<file path="src/nfccrc_pkg.sv">
`timescale 1ns / 1ps
// ----------------------------------------------------------------------------
// nfccrc_pkg
// Shared types and constants of the NFC RF CRC-16 engine: request payloads,
// CRC mode codes, polynomials, initial values and the result sequencer phases.
// ----------------------------------------------------------------------------
package nfccrc_pkg;

	// crc mode codes
	localparam logic [1:0] MODE_A = 2'd0;
	localparam logic [1:0] MODE_B = 2'd1;
	localparam logic [1:0] MODE_F = 2'd2;

	// polynomials, initial values and final xor
	localparam logic [15:0] POLY_REFL = 16'h8408;
	localparam logic [15:0] POLY_MSB  = 16'h1021;
	localparam logic [15:0] INIT_A    = 16'h6363;
	localparam logic [15:0] INIT_B    = 16'hFFFF;
	localparam logic [15:0] INIT_F    = 16'h0000;
	localparam logic [15:0] XOR_B     = 16'hFFFF;
	localparam logic [15:0] TOP_BIT   = 16'h8000;

	// input request
	typedef struct packed {
		logic [7:0] data_byte;
		logic       frame_end;
	} in_item_t;

	// result request
	typedef struct packed {
		logic [7:0]  out_byte;
		logic        is_crc_byte;
		logic [15:0] crc_value;
		logic        last_of_run;
	} out_item_t;

	// finalized crc and its two bytes in transmit order
	typedef struct packed {
		logic [15:0] fin;
		logic [7:0]  first_byte;
		logic [7:0]  second_byte;
	} crc_res_t;

	// result sequencer phase
	typedef enum logic [1:0] {
		PH_ECHO,
		PH_CRC1,
		PH_CRC2
	} phase_t;

	// initial crc register value of a mode
	function automatic logic [15:0] mode_init(input logic [1:0] mode);
		logic [15:0] v;
		case (mode)
			MODE_A:  v = INIT_A;
			MODE_B:  v = INIT_B;
			default: v = INIT_F;
		endcase
		return v;
	endfunction

endpackage

</file>
<file path="src/nfccrc_crc_unit.sv">
`timescale 1ns / 1ps
// ----------------------------------------------------------------------------
// nfccrc_crc_unit
// Mode register and running CRC-16 register. Folds one byte per step with an
// unrolled 8-bit update, finalizes the result and reloads on frame end.
// ----------------------------------------------------------------------------
module nfccrc_crc_unit (
	input  logic                clk,
	input  logic                arst_n,
	input  logic                cfg_we,
	input  logic [1:0]          cfg_wdata,
	input  logic                step,
	input  logic [7:0]          data_byte,
	input  logic                frame_end,
	output nfccrc_pkg::crc_res_t res
);

	logic [1:0]  mode_q;
	logic [15:0] running_crc_q;
	logic [15:0] crc_next;
	logic [15:0] fin;
	logic        refl;

	// reflected modes share the 0x8408 update
	always_comb begin
		case (mode_q) inside
			nfccrc_pkg::MODE_A, nfccrc_pkg::MODE_B: refl = 1'b1;
			default:                                refl = 1'b0;
		endcase
	end

	// unrolled byte update
	always_comb begin
		logic [15:0] c;
		if (refl) begin
			c = running_crc_q ^ {8'h00, data_byte};
			for (int b = 0; b < 8; b++) begin
				c = c[0] ? ((c >> 1) ^ nfccrc_pkg::POLY_REFL) : (c >> 1);
			end
		end else begin
			c = running_crc_q ^ {data_byte, 8'h00};
			for (int b = 0; b < 8; b++) begin
				c = (c & nfccrc_pkg::TOP_BIT) != 16'h0000
					? ((c << 1) ^ nfccrc_pkg::POLY_MSB) : (c << 1);
			end
		end
		crc_next = c;
	end

	// final xor and byte order
	always_comb begin
		fin = (mode_q == nfccrc_pkg::MODE_B) ? (crc_next ^ nfccrc_pkg::XOR_B) : crc_next;
		res.fin = fin;
		if (refl) begin
			res.first_byte  = fin[7:0];
			res.second_byte = fin[15:8];
		end else begin
			res.first_byte  = fin[15:8];
			res.second_byte = fin[7:0];
		end
	end

	// mode and running crc registers
	always_ff @(posedge clk or negedge arst_n) begin
		if (!arst_n) begin
			mode_q        <= nfccrc_pkg::MODE_A;
			running_crc_q <= nfccrc_pkg::INIT_A;
		end else if (cfg_we) begin
			mode_q        <= cfg_wdata;
			running_crc_q <= nfccrc_pkg::mode_init(cfg_wdata);
		end else if (step) begin
			running_crc_q <= frame_end ? nfccrc_pkg::mode_init(mode_q) : crc_next;
		end
	end

endmodule

</file>
<file path="src/nfccrc_out_seq.sv">
`timescale 1ns / 1ps
// ----------------------------------------------------------------------------
// nfccrc_out_seq
// Result register. Holds the echo result of a byte and, after a frame's last
// byte, steps through the two appended CRC byte results.
// ----------------------------------------------------------------------------
module nfccrc_out_seq (
	input  logic                 clk,
	input  logic                 arst_n,
	input  logic                 item_valid,
	input  logic [7:0]           data_byte,
	input  logic                 frame_end,
	input  nfccrc_pkg::crc_res_t res,
	output logic                 take,
	output logic                 out_valid,
	input  logic                 out_ready,
	output nfccrc_pkg::out_item_t out_data
);

	nfccrc_pkg::phase_t    phase_q;
	nfccrc_pkg::phase_t    phase_d;
	nfccrc_pkg::out_item_t out_q;
	nfccrc_pkg::out_item_t out_d;
	logic                  out_valid_q;
	logic                  out_valid_d;
	logic [7:0]            first_q;
	logic [7:0]            second_q;
	logic                  load;
	logic                  pop_mid;

	// free when empty or when the final result of a run leaves
	assign take    = !out_valid_q || (out_ready && out_q.last_of_run);
	assign load    = item_valid && take;
	assign pop_mid = out_valid_q && out_ready && !out_q.last_of_run;

	// next phase
	always_comb begin
		phase_d = phase_q;
		case (phase_q)
			nfccrc_pkg::PH_ECHO: if (pop_mid) phase_d = nfccrc_pkg::PH_CRC1;
			nfccrc_pkg::PH_CRC1: if (pop_mid) phase_d = nfccrc_pkg::PH_CRC2;
			default:             phase_d = phase_q;
		endcase
		if (load) phase_d = nfccrc_pkg::PH_ECHO;
	end

	// next result
	always_comb begin
		out_d       = out_q;
		out_valid_d = out_valid_q;
		if (load) begin
			out_d.out_byte    = data_byte;
			out_d.is_crc_byte = 1'b0;
			out_d.crc_value   = res.fin;
			out_d.last_of_run = !frame_end;
			out_valid_d       = 1'b1;
		end else if (pop_mid) begin
			out_d.is_crc_byte = 1'b1;
			case (phase_q)
				nfccrc_pkg::PH_ECHO: begin
					out_d.out_byte    = first_q;
					out_d.last_of_run = 1'b0;
				end
				default: begin
					out_d.out_byte    = second_q;
					out_d.last_of_run = 1'b1;
				end
			endcase
		end else if (out_valid_q && out_ready) begin
			out_valid_d = 1'b0;
		end
	end

	// control registers
	always_ff @(posedge clk or negedge arst_n) begin
		if (!arst_n) begin
			phase_q     <= nfccrc_pkg::PH_ECHO;
			out_valid_q <= 1'b0;
		end else begin
			phase_q     <= phase_d;
			out_valid_q <= out_valid_d;
		end
	end

	// payload registers
	always_ff @(posedge clk) begin
		out_q <= out_d;
		if (load) begin
			first_q  <= res.first_byte;
			second_q <= res.second_byte;
		end
	end

	assign out_valid = out_valid_q;
	assign out_data  = out_q;

	// echo of a last byte is followed by the first crc byte
	a_echo_to_crc1: assert property (@(posedge clk) disable iff (!arst_n)
		(pop_mid && phase_q == nfccrc_pkg::PH_ECHO)
		|=> (out_valid_q && phase_q == nfccrc_pkg::PH_CRC1))
		else $error("first crc byte did not follow echo");

	// first crc byte is a crc byte and not the end of the run
	a_crc1_shape: assert property (@(posedge clk) disable iff (!arst_n)
		(out_valid_q && phase_q == nfccrc_pkg::PH_CRC1)
		|-> (out_q.is_crc_byte && !out_q.last_of_run))
		else $error("bad first crc byte result");

	// second crc byte closes the run
	a_crc2_shape: assert property (@(posedge clk) disable iff (!arst_n)
		(out_valid_q && phase_q == nfccrc_pkg::PH_CRC2)
		|-> (out_q.is_crc_byte && out_q.last_of_run))
		else $error("bad second crc byte result");

	// echo results never carry the crc mark
	a_echo_shape: assert property (@(posedge clk) disable iff (!arst_n)
		(out_valid_q && phase_q == nfccrc_pkg::PH_ECHO) |-> !out_q.is_crc_byte)
		else $error("echo result marked as crc byte");

endmodule

</file>
<file path="src/nfc_rf_crc16_engine_core.sv">
`timescale 1ns / 1ps
// ----------------------------------------------------------------------------
// nfc_rf_crc16_engine_core
// Multi-mode CRC-16 engine for NFC RF frames (CRC-A, CRC-B/ISO 15693, FeliCa).
// ----------------------------------------------------------------------------
// Usage:
//   in_valid/in_ready carry one frame byte per request, frame_end on the last.
//   out_valid/out_ready carry results: every byte is echoed with the finalized
//   crc so far; after a frame's last byte two crc byte results follow (low
//   byte first for CRC-A/B, high byte first for FeliCa). last_of_run marks the
//   final result caused by an input request.
//   cfg_we/cfg_wdata write crc_mode and reload the crc register;
//   write it only while the engine is idle.
// Timing:
//   an accepted byte is registered in the input register, then in the result
//   register, which presents its echo result. Throughput is one byte per cycle
//   while out_ready is high, set by the combinational 8-bit crc update; a
//   frame-end byte holds the result register until its three results leave.
// Reset:
//   arst_n clears all requests in flight and sets CRC-A mode, crc 0x6363.
// Stall:
//   when out_ready is low the result holds, the input register fills and
//   in_ready drops; no request is lost.
// ----------------------------------------------------------------------------
module nfc_rf_crc16_engine_core (
	input  logic                  clk,
	input  logic                  arst_n,
	input  logic                  in_valid,
	output logic                  in_ready,
	input  nfccrc_pkg::in_item_t  in_data,
	output logic                  out_valid,
	input  logic                  out_ready,
	output nfccrc_pkg::out_item_t out_data,
	input  logic                  cfg_we,
	input  logic [1:0]            cfg_wdata
);

	logic                 valid_s1;
	nfccrc_pkg::in_item_t item_s1;
	logic                 take;
	logic                 adv;
	nfccrc_pkg::crc_res_t res;

	// input register advances when the result register takes it
	assign adv      = valid_s1 && take;
	assign in_ready = !valid_s1 || adv;

	always_ff @(posedge clk or negedge arst_n) begin
		if (!arst_n) begin
			valid_s1 <= 1'b0;
		end else if (in_ready) begin
			valid_s1 <= in_valid;
		end
	end

	always_ff @(posedge clk) begin
		if (in_ready && in_valid) begin
			item_s1 <= in_data;
		end
	end

	// crc register and update
	nfccrc_crc_unit u_crc (
		.clk       (clk),
		.arst_n    (arst_n),
		.cfg_we    (cfg_we),
		.cfg_wdata (cfg_wdata),
		.step      (adv),
		.data_byte (item_s1.data_byte),
		.frame_end (item_s1.frame_end),
		.res       (res)
	);

	// result register and crc byte sequencing
	nfccrc_out_seq u_seq (
		.clk        (clk),
		.arst_n     (arst_n),
		.item_valid (valid_s1),
		.data_byte  (item_s1.data_byte),
		.frame_end  (item_s1.frame_end),
		.res        (res),
		.take       (take),
		.out_valid  (out_valid),
		.out_ready  (out_ready),
		.out_data   (out_data)
	);

endmodule

</file>
<file path="config.mk">
export PLATFORM = sky130hd
export DESIGN_NAME = nfc_rf_crc16_engine_core
export DESIGN_NICKNAME = d
export VERILOG_FILES = /design/src/nfccrc_pkg.sv /design/src/nfccrc_crc_unit.sv /design/src/nfccrc_out_seq.sv /design/src/nfc_rf_crc16_engine_core.sv
export SDC_FILE = /design/constraint.sdc
export NUM_CORES = 1
export LEC_CHECK = 0
export BUFFER_PORTS_ARGS = -buffer_cell sky130_fd_sc_hd__buf_4
export CELL_PAD_IN_SITES_DETAIL_PLACEMENT = 1
export CELL_PAD_IN_SITES_GLOBAL_PLACEMENT = 1
export CORE_MARGIN = 2
export CORE_UTILIZATION = 52
export DETAILED_ROUTE_END_ITERATION = 8
export PLACE_DENSITY = 0.83
export SYNTH_ARGS = -nofsm -noshare
export SYNTH_HDL_FRONTEND = slang
export SYNTH_HIERARCHICAL = 1
export SYNTH_SLANG_ARGS = --single-unit
</file>
<file path="constraint.sdc">
create_clock -name clk -period 4.5 [get_ports clk]
set_clock_uncertainty 0.2 [all_clocks]
set_input_delay 0.45 -clock clk [delete_from_list [all_inputs] [get_ports clk]]
set_output_delay 0.45 -clock clk [all_outputs]
set_load 0.005 [all_outputs]
</file>
## Word-level counts from Yosys, hierarchy flattened

Index checks and enable logic that the tools add are counted.

- Eq/ne operators: 6
- Multiplexer cells: 38
- Bitwise operators: 19
- Reductions and logical operators: 21

Operator list:

| cell | number |
|---|---|
| 16-bit 2-to-1 mux | 14 |
| 13-bit 2-to-1 mux | 8 |
| 16-bit one-hot mux with 2 select lines | 2 |
| 2-bit inverter with 3-bit output | 8 |
| 3-bit inverter | 8 |
| 9-bit 2-to-1 mux | 2 |
| 16-bit inverter | 1 |
| 16-bit XOR | 1 |
| 16-bit by 8-bit XOR with 16-bit output | 1 |
| 8-bit 2-to-1 mux | 1 |
| 1-bit 2-to-1 mux | 7 |
| 2-bit by 1-bit equality test with 1-bit output, second input constant | 3 |
| 2-bit zero test | 3 |
| 2-bit 2-to-1 mux | 3 |
| 3-bit by 2-bit != test with 1-bit output, second input constant | 2 |
| 2-bit nonzero test | 3 |
| 1-bit logical AND | 5 |
| 1-bit zero test | 4 |
| 2-bit one-hot mux with 2 select lines | 1 |
| 3-bit AND reduction | 1 |
| 3-bit nonzero test | 1 |
| 1-bit logical OR | 2 |
| 2-bit != test, second input constant | 1 |
| 2-bit AND reduction | 1 |
| 2-bit OR reduction | 1 |

- Register bits after elaboration: 73
- Input port bits: 16
- Output and inout bits: 28
- Word-level logic and storage cells: 97

## Depth between registers and ports, before layout

Gate-level depths: netlist of the first run.

- Word-level depth: 21
- Mapped depth: 8
- Mapped depth without buffers: 7

## Cells and area by module

The synthesis of the first run kept the hierarchy.

By module, submodules not included:

| module | times used | cells each | area an instance (µm²) | seq. area each (µm²) |
|---|---|---|---|---|
| nfccrc_crc_unit | 1 | 242 | 2184.6 | 460.4 |
| nfccrc_out_seq | 1 | 79 | 1611.5 | 1326.3 |
| nfc_rf_crc16_engine_core | 1 | 14 | 330.3 | 295.3 |

## Least setup slack after synthesis of the first run

Ideal clock, no wire load.

- Path type: register -> register
- Start point: reg u_seq.out_q, in the netlist u_seq/out_data[0]
- End point: reg u_crc.running_crc_q[7]
- Setup time: 0.122 ns
- Arrival: 1.746 ns
- Slack: 2.432 ns
- Cell stages (with the launch flop): 9
- Buffers on the path: 1
- Path through: edfxtp_1 -> a21bo_1 -> and2_1 -> or2_2 -> clkbuf_1 -> o2bb2ai_1 -> nor3_1 -> a31oi_1 -> nand2_1

- Longest elaborated chain between the ends: 4

RTL lines:

| what | line | source |
|---|---|---|
| start: declaration | nfccrc_out_seq.sv:22 | `nfccrc_pkg::out_item_t out_q;` |
| start signal: assignment | nfccrc_out_seq.sv:87 | `out_q <= out_d;` |
| 1-bit logical AND | nfccrc_out_seq.sv:32 | `assign take = !out_valid_q \|\| (out_ready && out_q.last_of_run);` |
| 1-bit logical OR | nfccrc_out_seq.sv:32 |  |
| via take | nfc_rf_crc16_engine_core.sv:40 | `logic take;` |
| 1-bit logical AND | nfc_rf_crc16_engine_core.sv:45 | `assign adv = valid_s1 && take;` |
| via adv | nfc_rf_crc16_engine_core.sv:41 | `logic adv;` |
| 2-bit nonzero test (no source line) | -- |  |
| end signal: assignment | nfccrc_crc_unit.sv:67 | `running_crc_q <= nfccrc_pkg::INIT_A;` |
| end signal: assignment | nfccrc_crc_unit.sv:70 | `running_crc_q <= nfccrc_pkg::mode_init(cfg_wdata);` |
| end signal: assignment | nfccrc_crc_unit.sv:72 | `running_crc_q <= frame_end ? nfccrc_pkg::mode_init(mode_q) : crc_next;` |
| end: declaration | nfccrc_crc_unit.sv:19 | `logic [15:0] running_crc_q;` |

The timed path passes the listed nets, and every way through them passes these cells.
A chain may end at the register's enable or synchronous reset.

==> impl_metrics.toml, run 1 <==
[setup_path]
slowest_delay_ns = 0.68
crit_chain = "buf_4, clkinv_1, a21oi_1, xnor2_1, xor2_1, o21ai_0"
required_ns = 4.37
worst_path_max_delay_cell = "clkinv_1"
cp.arrival_ns = 2.72
critPathKind = "flip-flop to flip-flop"
cp_num_buf_inv = 2
worstPathMaxFanout = 53
cpLargestDelayFamily = "buffers and inverters"
worst_setup_path_start_kind = "flip-flop"
cp-end-kind = "flip-flop"

[pwr]
power.density_nw_per_um2 = 809
p_seq_share_pct = 34.9
swShare_pct = 40.7
p_comb_share_pct = 51.9
p_leak_nw = 1.84
ir_worst_vdd_mv = 0.322
switchingPower_w = 0.00155
p_int_w = 0.00225
total_power_w = 0.00380
p_clk_share_pct = 13.1

[synthesis]
synth-simple-area-share_pct = 8.55
synth_cells = 335
synthArstFlopShare_pct = 30.1
synth_compound_gate_area_share_pct = 13.2
syn_nets = 351
ys_warn_count = 6
synth_top_family_by_area = "XOR/XNOR gates"
synth.avg_cell_area_um2 = 12.3
ys_seq_elements = 73
yosys-mux-area-fraction_pct = 4.94
synth_edf_count = 50
synthAdderAreaFrac_pct = 0
ys.flop_type = "edfxtp_1"
synth-xor-area-share_pct = 20.2
yosysUniqueCellTypes = 57
ys_seq_area_share_pct = 50.5
synthesis.area_um2 = 4130

[cts]
root_buffer = "clkbuf_8"
htree_levels = 3
tritoncts = "built"
clk_latency_ns = 0.35
cts.clk_slew.worst_paths_ns = 0.07
numCtsBuffers = 9
cts_resized = 0
cts.sinks = 73
clock_path_buffers = 2

[floorplanning]
coreArea_um2 = 7730
dieHeight_um = 93.1
rows = 32
initial_core_util_pct = 53.4
fp.dieW_um = 93.1
ios = 44
die-area_um2 = 8660

[cells_and_area]
multi_input_area_um2 = 1940
nets = 390
final_cell_mix = "edfxtp_1 (50), buf_4 (45), xnor2_1 (35)"
fillers = 800
drive_gt1_share_pct = 23.7
mostFrequentLayoutCell = "edfxtp_1"
seq_area_um2 = 2080
n_antenna_cell = 0
synthToLayoutAreaGrowth_pct = 13.7

[routing]
routed_via_density = 5.78
final_antenna_net_count = 0
num_vias = 2779
drt-total-wl_mm = 10.5
wl_per_cell_um = 21.7
first_pass_iters = 4
drc = 0
drt_iter0_markers = 171

[global_routing]
groute.usage.overall_pct = 25.7
antenna_found_initial = 0
gr-total-overflow = 0
grt_pass1_wl_mm = 16.6
grt_max_degree = 54
grt_pass1_vias = 3059

[placed_design]
io_buffers = 43
hpwlAfterDp_mm = 7.52
pre_cts_slack_ns = 1.78
gp_congestion = 0.877

[sta]
fmax_mhz = 351
min_period_over_period_pct = 63.3
finalSetupViolations = 0
max_slew_margin_pct = 40.5
tns_ns = 0
finalMaxSlewViolations = 0
rsz0062_at_grt = "false"
hold_viol = 0
final.min_clock_period_ns = 2.85
max_slew.worst_pin.slew_ns = 0.893
setup_slack_ns = 1.65

[outcome]
status = "finished clean"

[min_path]
holdCritPathClass = "input port to flip-flop"

[job]
drv_cap = 0
## per-layer routing
layer  track usage, %  vias to the layer above  part of all wire (%)
li1                 -                     1284                     -
met1             34.6                     1400                    43
met2             43.4                       82                    51
met3             3.38                       13                   5.2
met4             8.33                        0                   1.4
met5                0                        -                     0
## synthesized netlist by cell type (all sizes together), types with 5 or more instances
cell      n  share of area, %
and2      5              0.88
clkbuf    9              0.82
a21oi    24               2.9
mux2i    17               4.1
edfxtp   50                36
dfrtp    14               8.5
o2bb2ai   9               1.9
xnor2    43                11
xor2     23               5.2
xnor3     7               3.9
dfstp     8               5.1
o21ai    19               2.4
nor2     19               2.0
nor2b     5              0.76
nand2    17               1.5
nand2b   12               2.0
buf       9               1.5
## registers in the layout, indices dropped and copies added (netlist names)
| signal | cells |
|---|---|
| u_seq/second_q | 8 |
| u_crc/mode_q | 2 |
| u_seq/out_data | 26 |
| item_s1 | 9 |
| u_seq/out_valid | 1 |
| u_seq/phase_q | 2 |
| u_seq/first_q | 8 |
| u_crc/running_crc_q | 16 |
| valid_s1 | 1 |
## repair_timing
action / CTS / global route
endpoints found under the hold margin: 14 / 0
hold buffers: 1 / 0
buffers inserted: 0 / 0
endpoints found under the setup margin: 0 / 0
## path summary, 6_finish.rpt
check                                    from                     end  slack (ns)  cells past startpoint
hold reg to reg            u_seq/out_data[17]      u_seq/out_data[17]        0.28                      2
setup reg to reg              u_crc/mode_q[1]        u_seq/first_q[4]        1.65                      6
max in group asynchronous              arst_n  u_crc/running_crc_q[8]        3.47                      2
hold / removal                     in_data[7]              item_s1[7]        0.08                      1
min in group asynchronous              arst_n        u_seq/phase_q[1]        0.34                      2
setup / recovery              u_crc/mode_q[1]        u_seq/first_q[4]        1.65                      6
## layout make-up
type,instances,share of cell area (%)
flip-flops and latches,73,44.4
multi-input cells,241,41.3
repair buffers,46,7.41
clock buffers,10,2.72
well taps,102,2.72
clock inverters,6,1.28
inverters,3,0.240
## power by group through the flow
stage,Sequential (W),Combinational [W],Clock [W]
after global placement,0.00132,0.00182,0
after detailed placement,0.00134,0.00193,0
after floorplan,0.00128,0.00138,0
after global routing,0.00135,0.00212,0.000534
after CTS,0.00132,0.00196,0.000506
final,0.00133,0.00197,0.000498
## through the flow
stage | utilization, % | instance area (um^2) | instances | hold WS (ns)
after floorplan | - | 4130 | 335 | -0.0456
after global placement | 58.2 | 4490 | 464 | 0.173
after detailed placement | 58.2 | 4490 | 464 | 0.172
after CTS | 60.7 | 4690 | 481 | 0.0627
after global routing | 60.7 | 4690 | 481 | 0.0602
final | 60.7 | 4690 | 481 | 0.0762
## cells by family (layout without fill, tap and decap cells)
| family | count (synthesis) | count (layout) |
|---|---|---|
| flip-flops | 73 | 73 |
| XOR/XNOR | 73 | 73 |
| multiplexers | 20 | 20 |
| buffers and inverters | 21 | 65 |
| AND/OR/NAND/NOR | 67 | 67 |
| AO/OA/AOI/OAI | 81 | 81 |
Power figures use the tool's default switching activity.
==> inputs of run 2 (changes only) <==
--- a/config.mk
+++ b/config.mk
@@ -9,9 +9,9 @@
 export CELL_PAD_IN_SITES_DETAIL_PLACEMENT = 1
 export CELL_PAD_IN_SITES_GLOBAL_PLACEMENT = 1
 export CORE_MARGIN = 2
-export CORE_UTILIZATION = 52
+export CORE_UTILIZATION = 43
 export DETAILED_ROUTE_END_ITERATION = 8
-export PLACE_DENSITY = 0.83
+export PLACE_DENSITY = 0.73
 export SYNTH_ARGS = -nofsm -noshare
 export SYNTH_HDL_FRONTEND = slang
 export SYNTH_HIERARCHICAL = 1
==> constraint.sdc (replaced) <==
create_clock -name clk -period 2.5 [get_ports clk]
set_clock_uncertainty 0.2 [all_clocks]
set_input_delay 0.25 -clock clk [delete_from_list [all_inputs] [get_ports clk]]
set_output_delay 0.25 -clock clk [all_outputs]
set_load 0.005 [all_outputs]
==> run 2 against run 1 <==
- first-iteration DRC count down 4.7%
- sequential power up 79%
- non-clock buffer count up 26
- fmax up 20%
- largest cell class unchanged
- total power up 89%
- cell count up 11%
- via count up 3.6%
- combinational power up 86%
- worst setup slack worse by 1.5 ns
- critical path type unchanged
==> impl_metrics.toml, run 2 (synthesis gave the netlist of run 1 again) <==
[setup_path]
slowest_delay_ns = 0.60
required_ns = 2.39
cp.depth = 5
critPathCapture = "u_seq/out_data[10]"
reg2reg_depth = 5
cp-startpoint = "item_s1[3]"
cp_common_cell = "xor2_1"
crit_chain = "xnor2_4, xnor3_2, xor2_1, o21ai_2, xor2_1"
cpLargestDelayFamily = "XOR/XNOR gates"
cp_num_buf_inv = 0
r2r_slack_ns = 0.12
worst_path_max_delay_cell = "edfxtp_1"
critPathKind = "flip-flop to flip-flop"
r2r-start = "item_s1[3]"
cp.arrival_ns = 2.27
cp-end-kind = "flip-flop"
worstPathMaxFanout = 6
worst_setup_path_start_kind = "flip-flop"
regToRegEndpoint = "u_seq/out_data[10]"

[floorplanning]
fp.dieW_um = 102
die-area_um2 = 10400
ios = 44
initial_core_util_pct = 44.4
dieHeight_um = 102
coreArea_um2 = 9280
rows = 35

[routing]
final_antenna_net_count = 0
num_vias = 2880
drc = 0
first_pass_iters = 4
drt-total-wl_mm = 10.8
drt_iter0_markers = 163
wl_per_cell_um = 20.3
routed_via_density = 5.39

[cells_and_area]
drive_gt1_share_pct = 26.4
n_antenna_cell = 0
final_cell_mix = "buf_4 (59), edfxtp_1 (50), xnor2_1 (35)"
synthToLayoutAreaGrowth_pct = 21.8
final_core_util_pct = 54.1
final_cell_area_um2 = 5030
mostFrequentLayoutCell = "buf_4"
nets = 416
final_cells = 534
fillers = 984
largest_reg_flops = 26

[sta]
max_slew.worst_pin.slew_ns = 0.677
fmax_mhz = 421
final.min_clock_period_ns = 2.38
hold_viol = 0
tns_ns = 0
hold-worst-slack_ns = 0.00838
finalSetupViolations = 0
max_slew_margin_pct = 54.9
finalMaxSlewViolations = 0
min_period_over_period_pct = 95.0
rsz0062_at_grt = "false"

[global_routing]
grt_max_degree = 45
grt_pass1_wl_mm = 17.5
groute.usage.overall_pct = 22.7
grt_pass1_vias = 3138
antenna_found_initial = 0
gr-total-overflow = 0

[pwr]
ir_worst_vdd_mv = 0.399
p_leak_nw = 1.99
power.density_nw_per_um2 = 1430

[placed_design]
gp_congestion = 0.884
hpwlAfterDp_mm = 7.93
io_buffers = 43
dpl-instance-area_um2 = 4650
dp_cells = 506

[cts]
clock_path_buffers = 2
root_buffer = "clkbuf_8"
cts.sinks = 73
clk_latency_ns = 0.35
htree_levels = 3
numCtsBuffers = 9
tritoncts = "built"
cts.clk_slew.worst_paths_ns = 0.09

[outcome]
status = "finished clean"

[job]
drv_cap = 0

[min_path]
holdCritPathClass = "input port to flip-flop"
run 2: cell types whose count changed in the layout (fill, tap and decap cells not counted), sizes merged:
cell,before,now
buf,45,60
bufinv,1,3
clkbuf,10,11
clkinvlp,2,1
dlygate4sd3,1,12
clkinv,4,2
run 2: report_power, final:
part / leakage [nW] / total, W / internal [W] / switching [W]
combinational: 1.14 / 0.00366 / 0.00172 / 0.00195
clock: 0.120 / 0.00114 / 0.000689 / 0.000449
sequential: 0.734 / 0.00238 / 0.00203 / 0.000350
run 2: per-stage QoR:
| step | total power (W) | setup WS, ns |
|---|---|---|
| floorplan | 0.00479 | 0.432 |
| global placement | 0.00589 | 0.226 |
| detailed placement | 0.00604 | 0.120 |
| CTS | 0.00723 | 0.0441 |
| global route | 0.00766 | 0.0147 |
| finish | 0.00718 | 0.124 |
run 2: cell type report:
cell class / instances / area (um^2) / area share [%]
timing repair buffer: 72 / 583 / 11.6
multi-input combinational: 241 / 1940 / 38.7
clock buffer: 11 / 141 / 2.81
inverter: 3 / 11.3 / 0.224
sequential: 73 / 2080 / 41.4
clock inverter: 5 / 103 / 2.04
tap: 129 / 161 / 3.21
run 2: worst min-delay path by stage:
stage	slack, ns	startpoint	depth (start not counted)	to
3_3_place_gp	-0.03	arst_n	1	u_crc/mode_q[1]
4_1_cts	0.0009	cfg_we	2	u_crc/mode_q[1]
6_report	0.008	cfg_we	2	u_crc/mode_q[1]
5_1_grt	0.02	cfg_we	2	u_crc/mode_q[1]
2_1_floorplan	-0.25	arst_n	0	u_crc/mode_q[0]
3_5_place_dp	-0.02	arst_n	1	valid_s1
run 2: repair_timing:
item                       CTS  global route
hold endpoints to repair    33             0
setup endpoints to repair    0             4
resized for setup            0             2
buffers inserted             0             0
hold buffers                12             0
run 2: layer usage:
layer	track usage, %	wire, um	vias up
li1	-	-	1336
met1	31.2	4780	1453
met2	37.2	5390	75
met3	3.28	490	16
met4	7.59	150	0
met5	0	0	-
run 2: worst register-to-register path, stage by stage, from the launching register on:
cell      delay, ns
edfxtp_1       0.60
xnor2_4        0.35
xnor3_2        0.50
xor2_1         0.25
o21ai_2        0.08
xor2_1         0.14
==> inputs of run 3 (changes only) <==
--- a/config.mk
+++ b/config.mk
@@ -5,13 +5,14 @@
 export SDC_FILE = /design/constraint.sdc
 export NUM_CORES = 1
 export LEC_CHECK = 0
+export ABC_AREA = 1
 export BUFFER_PORTS_ARGS = -buffer_cell sky130_fd_sc_hd__buf_4
 export CELL_PAD_IN_SITES_DETAIL_PLACEMENT = 1
 export CELL_PAD_IN_SITES_GLOBAL_PLACEMENT = 1
 export CORE_MARGIN = 2
-export CORE_UTILIZATION = 43
+export CORE_UTILIZATION = 40
 export DETAILED_ROUTE_END_ITERATION = 8
-export PLACE_DENSITY = 0.73
+export PLACE_DENSITY = 0.74
 export SYNTH_ARGS = -nofsm -noshare
 export SYNTH_HDL_FRONTEND = slang
 export SYNTH_HIERARCHICAL = 1
==> run 3 against run 2 <==
- via count rose by 33%
- worst setup slack improved by 0.11 ns
- fmax rose by 4.8%
- cell count rose by 42%
- routed wire length rose by 18%
- count of clock-buffer cells in the layout fell by 1
- total power fell by 12%
- flip-flop and latch count did not move
- largest power group unchanged
==> impl_metrics.toml, run 3 <==
[setup_path]
slowest_delay_ns = 0.49
worstPathMaxFanout = 6
cp-startpoint = "item_s1[8]"
crit_chain = "inv_2, nand2_1, nand2_1, nand3_1, nand2_1, inv_1, nand2_1, nand3_1, nand2_1, nand2_1, and2_4, nand2_1, nand2_1"
r2r-start = "item_s1[8]"
critPathKind = "flip-flop to flip-flop"
worst_path_max_delay_cell = "edfxtp_1"
worst_setup_path_start_kind = "flip-flop"
reg2reg_depth = 13
required_ns = 2.40
cp_num_buf_inv = 2
r2r_slack_ns = 0.23
cp.arrival_ns = 2.17
cpLargestDelayFamily = "simple AND/OR/NAND/NOR gates"
cp_common_cell = "nand2_1"
cp.depth = 13
cp-end-kind = "flip-flop"

[synthesis]
ys.flop_type = "edfxtp_1"
yosysMostFrequentCell = "nand2_1"
ys_seq_elements = 73
synth_edf_count = 50
ys_warn_count = 6
synth_common_cells = "nand2_1 (270), edfxtp_1 (50), inv_1 (45)"
syn_nets = 555
synthesis.area_um2 = 4210
synth.area.top_cells = "edfxtp_1 (36%), nand2_1 (24%), dfrtp_1 (8.3%)"
yosysUniqueCellTypes = 37
ys_seq_area_share_pct = 49.4
synth.avg_cell_area_um2 = 7.82
synth_top_area_share_pct = 35.6
synthArstFlopShare_pct = 30.1
synth_cells = 539
synth_top_area_cell = "edfxtp_1"

[cells_and_area]
final_cell_area_um2 = 5110
synthToLayoutAreaGrowth_pct = 21.2
mostFrequentLayoutCell = "nand2_1"
final_cell_mix = "nand2_1 (270), buf_4 (61), edfxtp_1 (50)"
largest_reg_flops = 26
fillers = 1306
final_core_util_pct = 49.7
n_antenna_cell = 0
nets = 633
drive_gt1_share_pct = 18.8

[sta]
hold_viol = 0
max_slew.worst_pin.slew_ns = 0.565
finalMaxSlewViolations = 0
max_slew_margin_pct = 62.3
min_period_over_period_pct = 90.7
fmax_mhz = 441
rsz0062_at_grt = "false"
final.min_clock_period_ns = 2.27
hold-worst-slack_ns = 0.0183
tns_ns = 0
finalSetupViolations = 0

[pwr]
p_leak_nw = 2.55
ir_worst_vdd_mv = 0.519
power.density_nw_per_um2 = 1230

[routing]
num_vias = 3842
drt_iter0_markers = 167
wl_per_cell_um = 16.9
first_pass_iters = 4
drc = 0
drt-total-wl_mm = 12.8
routed_via_density = 5.07
final_antenna_net_count = 0

[cts]
cts.sinks = 73
numCtsBuffers = 9
clk_latency_ns = 0.35
root_buffer = "clkbuf_8"
tritoncts = "built"
cts.clk_slew.worst_paths_ns = 0.08
htree_levels = 3
clock_path_buffers = 2

[floorplanning]
coreArea_um2 = 10300
rows = 37
dieHeight_um = 107
ios = 44
die-area_um2 = 11400
fp.dieW_um = 107
initial_core_util_pct = 41.0

[global_routing]
grt_max_degree = 41
groute.usage.overall_pct = 24.1
antenna_found_initial = 0
gr-total-overflow = 0
grt_pass1_wl_mm = 20.6
grt_pass1_vias = 3931

[placed_design]
io_buffers = 43
dpl-instance-area_um2 = 4760
hpwlAfterDp_mm = 9.81
gp_congestion = 0.868

[job]
drv_cap = 0

[outcome]
status = "finished clean"

[min_path]
hold_path_depth = 3
holdCritPathClass = "input port to flip-flop"
hp-start = "cfg_wdata[1]"
-- run 3: kinds of logic (layout without fill, tap and decap cells) --
kind of cell    after synthesis  in the layout  share of synthesized area [%]
simple gates                340            340                           33.7
flops                        73             73                           49.4
buf+inv                      63            146                           6.83
compound gates               41             41                           5.17
xor+xnor                     22             22                           4.93
-- run 3: final cells by class --
type / count / area [um^2] / share of cell area, %
flip-flops and latches: 73 / 2080 / 40.8
multi-input cells: 403 / 1840 / 36.1
inverters: 54 / 205 / 4.02
repair buffers: 76 / 618 / 12.1
clock buffers: 10 / 128 / 2.50
well taps: 136 / 170 / 3.33
clock inverters: 6 / 60.1 / 1.18
-- run 3: worst register-to-register path, cell delays in order (launching register included) --
cell,delay (ns)
edfxtp_1,0.49
inv_2,0.12
nand2_1,0.05
nand2_1,0.17
nand3_1,0.13
nand2_1,0.17
inv_1,0.08
nand2_1,0.07
nand3_1,0.11
nand2_1,0.11
nand2_1,0.06
and2_4,0.13
nand2_1,0.05
nand2_1,0.08
-- run 3: what timing repair did --
| action | CTS | global route |
|---|---|---|
| hold buffers | 14 | 0 |
| resized for setup | 0 | 0 |
| endpoints found under the setup margin | 0 | 2 |
| hold endpoints to repair | 33 | 0 |
| setup buffers | 0 | 2 |
-- run 3: final timing paths --
kind,endpoint
setup / recovery,u_seq/second_q[0]
hold / removal,u_crc/running_crc_q[8]
setup reg to reg,u_seq/second_q[0]
hold reg to reg,u_seq/out_data[17]
max in group asynchronous,u_crc/running_crc_q[14]
min in group asynchronous,u_crc/running_crc_q[15]
-- run 3: stage by stage --
| stage | power, W | setup WS, ns | instances |
|---|---|---|---|
| final | 0.00629 | 0.232 | 758 |
| after global routing | 0.00680 | 0.0347 | 758 |
| after CTS | 0.00633 | 0.144 | 756 |
| after detailed placement | 0.00539 | 0.168 | 726 |
| after global placement | 0.00525 | 0.223 | 726 |
| after floorplan | 0.00419 | 0.651 | 539 |
-- run 3: where the power goes --
group	internal, W	switching [W]	total, W	leakage [nW]
logic	0.00109	0.00195	0.00304	1.71
clock network	0.000456	0.000455	0.000911	0.0937
registers	0.00202	0.000321	0.00234	0.741
total	0.00357	0.00272	0.00629	2.55
-- run 3: layer usage --
layer / vias up / part of all wire (%) / GRT usage [%]
met5: - / 0 / 0
met4: 0 / 1.9 / 8.81
met3: 18 / 6.0 / 3.40
met2: 112 / 48 / 40.4
met1: 1857 / 44 / 31.8
li1: 1855 / - / -
